===== src/sv/msq_pkg.sv =====
`timescale 1ns / 1ps
// ----------------------------------------------------------------------------
// msq_pkg
// Shared types and constants for the melody note sequencer: the input and
// result words, action codes, configuration indexes and register defaults.
// ----------------------------------------------------------------------------
package msq_pkg;

  localparam int ADDR_IN_W = 9;
  localparam int FREQ_W    = 12;
  localparam int DUR_W     = 12;
  localparam int LEN_W     = 10;
  localparam int TICK_W    = 16;
  localparam int LOOP_W    = 8;
  localparam int NOTE_W    = FREQ_W + DUR_W;
  localparam int CFG_W     = 16;
  localparam int CFG_IDX_W = 2;

  // Actions carried in the input word
  localparam logic [1:0] ACT_TICK  = 2'd0;
  localparam logic [1:0] ACT_START = 2'd1;
  localparam logic [1:0] ACT_STOP  = 2'd2;
  localparam logic [1:0] ACT_WRITE = 2'd3;

  // Configuration register indexes
  localparam logic [CFG_IDX_W-1:0] CFG_LOOP_PAUSE = 2'd0;
  localparam logic [CFG_IDX_W-1:0] CFG_LOOP_REPS  = 2'd1;
  localparam logic [CFG_IDX_W-1:0] CFG_GAP_FLOOR  = 2'd2;

  localparam logic [TICK_W-1:0] LOOP_PAUSE_RST = 16'd1000;
  localparam logic [LOOP_W-1:0] LOOP_REPS_RST  = 8'd1;
  localparam logic [DUR_W-1:0]  GAP_FLOOR_RST  = 12'd20;

  // duration / 10 as (duration * 6554) >> 16, exact for 12-bit durations
  localparam logic [12:0] GAP_RECIP = 13'd6554;
  localparam int          GAP_SHIFT = 16;

  typedef struct packed {
    logic [1:0]           action;
    logic [ADDR_IN_W-1:0] note_address;
    logic [FREQ_W-1:0]    note_frequency;
    logic [DUR_W-1:0]     note_duration;
    logic [ADDR_IN_W-1:0] melody_start;
    logic [LEN_W-1:0]     melody_length;
  } msq_in_t;

  typedef struct packed {
    logic              tone_on;
    logic [FREQ_W-1:0] tone_frequency;
    logic              playing;
    logic              finished;
  } msq_out_t;

endpackage


===== src/sv/msq_out_queue.sv =====
`timescale 1ns / 1ps
// ----------------------------------------------------------------------------
// msq_out_queue
// Two-entry result queue; decouples the sequencer from output back-pressure.
// ----------------------------------------------------------------------------
module msq_out_queue
  import msq_pkg::*;
(
  input  logic     clk,
  input  logic     rst_n,
  input  logic     push,
  input  msq_out_t push_data,
  output logic     room,
  output logic     out_valid,
  input  logic     out_ready,
  output msq_out_t out_data
);

  msq_out_t   entry_r [2];
  logic       wr_ptr_r;
  logic       rd_ptr_r;
  logic [1:0] cnt_r;
  logic       pop;

  assign pop       = out_valid && out_ready;
  assign out_valid = (cnt_r != 2'd0);
  assign room      = (cnt_r != 2'd2);
  assign out_data  = entry_r[rd_ptr_r];

  always_ff @(posedge clk) begin
    if (push) begin
      entry_r[wr_ptr_r] <= push_data;
    end
  end

  always_ff @(posedge clk) begin
    if (!rst_n) begin
      wr_ptr_r <= 1'b0;
      rd_ptr_r <= 1'b0;
      cnt_r    <= 2'd0;
    end else begin
      if (push) begin
        wr_ptr_r <= ~wr_ptr_r;
      end
      if (pop) begin
        rd_ptr_r <= ~rd_ptr_r;
      end
      if (push && !pop) begin
        cnt_r <= cnt_r + 2'd1;
      end else if (pop && !push) begin
        cnt_r <= cnt_r - 2'd1;
      end
    end
  end

endmodule


===== config.mk =====
export PLATFORM = sky130hd
export DESIGN_NAME = msq_out_queue
export DESIGN_NICKNAME = d
export VERILOG_FILES = /design/src/sv/msq_pkg.sv /design/src/sv/msq_out_queue.sv
export SDC_FILE = /design/constraint.sdc
export NUM_CORES = 1
export LEC_CHECK = 0
export BUFFER_PORTS_ARGS = -buffer_cell sky130_fd_sc_hd__buf_2
export CORE_MARGIN = 2
export CORE_UTILIZATION = 50
export DETAILED_ROUTE_END_ITERATION = 12
export GPL_TIMING_DRIVEN = 0
export PLACE_DENSITY = 0.74
export RECOVER_POWER = 25
export SKIP_CTS_REPAIR_TIMING = 1
export SYNTH_ARGS = -nofsm -noshare
export SYNTH_HDL_FRONTEND = slang
export SYNTH_SLANG_ARGS = --single-unit

===== constraint.sdc =====
create_clock -name clk -period 1.7 [get_ports clk]
set_input_delay 0.17 -clock clk [delete_from_list [all_inputs] [get_ports clk]]
set_output_delay 0.17 -clock clk [all_outputs]
set_load 0.01 [all_outputs]

==> flow_summary.toml, run 1 <==
[status]
status = "completed"

[timing]
min_period_ns = 1.61
period_share_pct = 94.5
timing.fmax_mhz = 622
rsz0062_at_grt = "no"
worst_slew_pin_slew_ns = 0.818
clock_skew_ns = 0.00647
finalHoldViolations = 0
finalSetupViolCount = 0
timing.slew.headroom_pct = 45.2
timing_max_transition_violations_final = 0

[floorplan]
core.rowCount = 18
start_util_pct = 52.6
die_h_um = 55.0
dieArea_mm2 = 0.00303
dieWidth_um = 55.0
num_io_pins = 36
core_mm2 = 0.00248

[route]
drt_wl_total_mm = 1.94
firstDrtPassIters = 3
via_per_inst = 4.98
vias = 707
ant_nets = 0
drt-initial-drc-count = 12
drt-wirelength-per-cell_um = 13.6
remaining_drc_errors = 0

[grt]
grt-ovfl-total = 0
grt_use_total_pct = 14.2
antenna_found_initial = 0
grt_pass1_vias = 655
grt_max_degree = 17
grt_pass1_wl_mm = 2.79

[yosys]
yosys_register_bits = 35
synth_edf_count = 30
synth_area_leader_cell = "edfxtp_1"
synth_area_mm2 = 0.00130
ys_async_sr_fraction_pct = 0
synth.top_cells.by_count = "edfxtp_1, mux2_1, dfxtp_1"
ys.flop_type = "edfxtp_1"
synth.most_common_cell = "edfxtp_1"
synth.yosys.seq_area_share_pct = 76.8
ys_types = 18
synthesis.nets = 89
synth_warnings = 0
syn_avg_cell_area_um2 = 18.9
yosys-top-cells-area = "edfxtp_1, mux2_1, dfxtp_1, mux2_2, and2_1"
syn-instance-count = 69
synth_top_area_share_pct = 69.2

[finish]
finalInstanceArea_mm2 = 0.00156
syn_to_final_growth_pct = 20.1
antenna_cells = 0
fin_cells = 142
drive_gt1_share_pct = 38.4
layout.nets = 131

[placed_design]
placed_cell_area_mm2 = 0.00152
hpwl_mm = 1.41
gp_congestion = 0.675
dpl.cell_count = 134
port-buffer-count = 35

[clock_network]
cts-htree-levels = 2
clockRootBuffer = "clkbuf_4"
cts_max_path_buffers = 2
cts_buffers = 5
clock-sinks = 35
insertion_delay_ns = 0.32
cts_tree = "yes"
path_clk_slew_ns = 0.09

[pwr]
p_leak_nw = 0.590
vdd_drop_max_v = 0.000981
power_mw = 2.03
power_density_mw_per_mm2 = 1300

[hold_path]
hold_path_class = "in -> reg"

[setup_path]
crit_arrival_ns = 1.44
critPathCaptureType = "output port"
worst_setup_path_start_kind = "flip-flop"
critPathKind = "reg -> out"
worstPathMaxFanout = 10
worst_ep_required_time_ns = 1.53

[flow_run]
cap_violations = 0
[cell type report]
cell class,instances,area [um2]
Fill cell,217,913
Buffer,2,16.3
Tap cell,30,37.5
Clock buffer,8,48.8
Timing Repair Buffer,35,169
Multi-Input combinational cell,32,292
Sequential cell,35,1000
[placed cells by master, fill, tap and decap left out, drive strengths merged]
cell type / instances
a21boi: 1
and2: 4
buf: 32
clkbuf: 13
dfxtp: 5
edfxtp: 30
ha: 1
mux2: 15
nand2b: 1
nor2b: 2
o21a: 1
o21ai: 2
or2: 1
or3: 1
xnor2: 2
xor2: 1
[registers in the layout, indices dropped and copies added (netlist names), named ones only]
signal	flops
cnt_r	2
wr_ptr_r	1
rd_ptr_r	1
entry_r	30
[cell families after synthesis]
logic type               count (synthesis)  share of synthesized area [%]
AND/OR/NAND/NOR                          9                           4.32
flip-flops                              35                           76.8
XOR/XNOR                                 3                           2.02
multiplexers                            15                           13.0
adder cells (fa/ha/maj)                  1                          0.960
AO/OA/AOI/OAI                            4                           1.92
buffers and inverters                    2                          0.960
[critical path: stages, from the launching register on]
cell,delay [ns]
dfxtp_1,0.31
buf_2,0.18
buf_6,0.17
mux2_1,0.32
buf_2,0.14
[per-stage QoR]
stage	utilization (%)	TNS (ns)	setup WS (ns)	hold slack, ns
2_1_floorplan	-	0	0.276	0.269
3_3_place_gp	61.2	-1.11	-0.0739	0.359
3_5_place_dp	61.2	-1.80	-0.119	0.362
4_1_cts	63.1	-2.01	-0.140	0.0168
5_1_grt	63.1	0	0.0126	0.00835
6_report	63.1	0	0.0934	0.0345
[power by group]
part	switching [mW]	internal [mW]
Sequential	0.0508	1.02
Clock	0.230	0.165
Combinational	0.266	0.297
[routing by layer]
metal | vias up | routed length (um) | track usage, %
li1 | 345 | - | -
met1 | 339 | 787 | 14.3
met2 | 18 | 1020 | 24.6
met3 | 5 | 92 | 5.65
met4 | 0 | 34 | 8.54
met5 | - | 0 | 0
[path summary, 6_finish.rpt]
kind | start | endpoint | slack, ns | depth (start not counted)
hold reg to reg | cnt_r[1] | cnt_r[1] | 0.55 | 2
hold / removal | push_data[10] | entry_r[0][10] | 0.03 | 1
setup reg to reg | cnt_r[0] | cnt_r[1] | 0.23 | 4
setup / recovery | flip-flop | out_data[2] | 0.09 | 4
No activity file was read; power rests on OpenSTA's default activity.
==> run 2: changes to the inputs <==
CORE_ASPECT_RATIO = 1.1   (was unset)
==> run 2 against run 1 <==
Effect of this change: register-to-register slack about the same; utilization is 2.3 points higher; die area is essentially flat; setup slack got worse by 0.0039 ns; clock skew is 0.0029 ns higher; global-route usage is 0.051 points higher; power rose by 17%; largest cell class unchanged.
==> flow_summary.toml, run 2 (synthesis gave the netlist of run 1 again) <==
[setup_path]
critPathCaptureType = "output port"
worst_setup_path_start_kind = "flip-flop"
regToRegSetupSlack_ns = 0.24
worst_ep_required_time_ns = 1.53
crit_arrival_ns = 1.44
worstPathMaxFanout = 10
crit_slowest_cell = "dfxtp_1"
cp_slowest_stage_delay_ns = 0.33
worstPathCellList = "buf_4 > buf_8 > mux2_1 > buf_2"
critPathKind = "reg -> out"

[timing]
setup_tns_ns = 0
worst_slew_pin_slew_ns = 0.817
finalHoldViolations = 0
min_period_ns = 1.61
timing.slew.headroom_pct = 45.3
period_share_pct = 94.7
timing.fmax_mhz = 621
timing_max_transition_violations_final = 0
rsz0062_at_grt = "no"
setup_ws_ns = 0.0896
finalSetupViolCount = 0
clock_skew_ns = 0.00939

[route]
drt-wirelength-per-cell_um = 13.2
ant_nets = 0
remaining_drc_errors = 0
drt_wl_total_mm = 1.89
vias = 701
firstDrtPassIters = 4
via_per_inst = 4.90
drt-initial-drc-count = 9

[placed_design]
hpwl_mm = 1.35
gp_congestion = 0.576
place_ws_ns = -0.0851
port-buffer-count = 35

[pwr]
power_mw = 2.37
vdd_drop_max_v = 0.00102
p_int_mw = 1.79
power_frac_comb_pct = 24.8
power_frac_seq_pct = 44.9
p_leak_nw = 0.627
netSwitchingPower_mw = 0.581
power_density_mw_per_mm2 = 1450
p_clk_share_pct = 30.3
sw_frac_of_total_pct = 24.5

[status]
status = "completed"

[finish]
layout.nets = 131
largest_register = "entry_r"
antenna_cells = 0
mostFrequentLayoutCell = "buf_2"
largest_reg_flops = 30
reg.largest.list = "entry_r: 30 flops, cnt_r: 2 flops"
drive_gt1_share_pct = 44.6
syn_to_final_growth_pct = 25.4
final_cell_mix = "buf_2, edfxtp_1, mux2_1"

[clock_network]
cts_tree = "yes"
cts-htree-levels = 2
cts_max_path_buffers = 2
cts_buffers = 5
path_clk_slew_ns = 0.10
clock-sinks = 35
insertion_delay_ns = 0.33
clockRootBuffer = "clkbuf_4"

[grt]
grt_use_total_pct = 14.3
grt_pass1_vias = 685
grt_max_degree = 17
grt_pass1_wl_mm = 2.91
antenna_found_initial = 0
grt-ovfl-total = 0

[floorplan]
core.rowCount = 19
core_mm2 = 0.00250
start_util_pct = 52.2
num_io_pins = 36
die_h_um = 57.5
dieWidth_um = 52.7
dieArea_mm2 = 0.00303

[flow_run]
cap_violations = 0

[hold_path]
hold_path_class = "in -> reg"
-- run 2: changes by cell type in the layout (fill, tap and decap cells not counted), sizes merged --
cell / previous run / this run
clkbuf: 13 / 6
bufinv: 0 / 2
buf: 32 / 36
clkinvlp: 0 / 1
-- run 2: path summary, 6_finish.rpt --
path / startpoint / cells after the start / endpoint
setup / recovery: flip-flop / 4 / out_data[0]
setup reg to reg: cnt_r[0] / 4 / cnt_r[1]
hold reg to reg: cnt_r[1] / 2 / cnt_r[1]
hold / removal: push_data[11] / 1 / entry_r[0][11]
-- run 2: layout make-up --
| type | instances | area [um2] |
|---|---|---|
| flip-flops and latches | 35 | 1000 |
| fillers | 201 | 863 |
| multi-input cells | 32 | 292 |
| repair buffers | 35 | 174 |
| clock inverters | 3 | 67.6 |
| well taps | 31 | 38.8 |
| clock buffers | 5 | 37.5 |
| plain buffers | 2 | 22.5 |
-- run 2: worst max-delay path, delay by kind of cell, from the launching register on --
kind | cells | cell delay [ns]
buffers and inverters | 3 | 0.44
flip-flops | 1 | 0.33
multiplexers | 1 | 0.33
-- run 2: power by group through the flow --
stage	registers [mW]	logic [mW]	clock network [mW]
floorplan	1.07	0.387	0
global placement	1.08	0.557	0
detailed placement	1.08	0.573	0
CTS	1.06	0.577	0.737
global route	1.08	0.643	0.773
finish	1.06	0.588	0.719
-- run 2: metal layers --
metal	track usage (%)	share of wire, %	vias to the layer above
met4	11.0	2.8	0
li1	-	-	344
met5	0	0	-
met2	24.5	56	20
met1	13.6	37	330
met3	4.71	4.4	7
-- run 2: metrics by stage --
stage,std cells,area [um2],util [%],hold slack (ns)
2_1_floorplan,69,1300,-,0.269
3_3_place_gp,135,1520,60.8,0.358
3_5_place_dp,135,1520,60.8,0.364
4_1_cts,143,1620,65.0,0.00319
5_1_grt,143,1630,65.4,0.00217
6_report,143,1630,65.4,0.0167
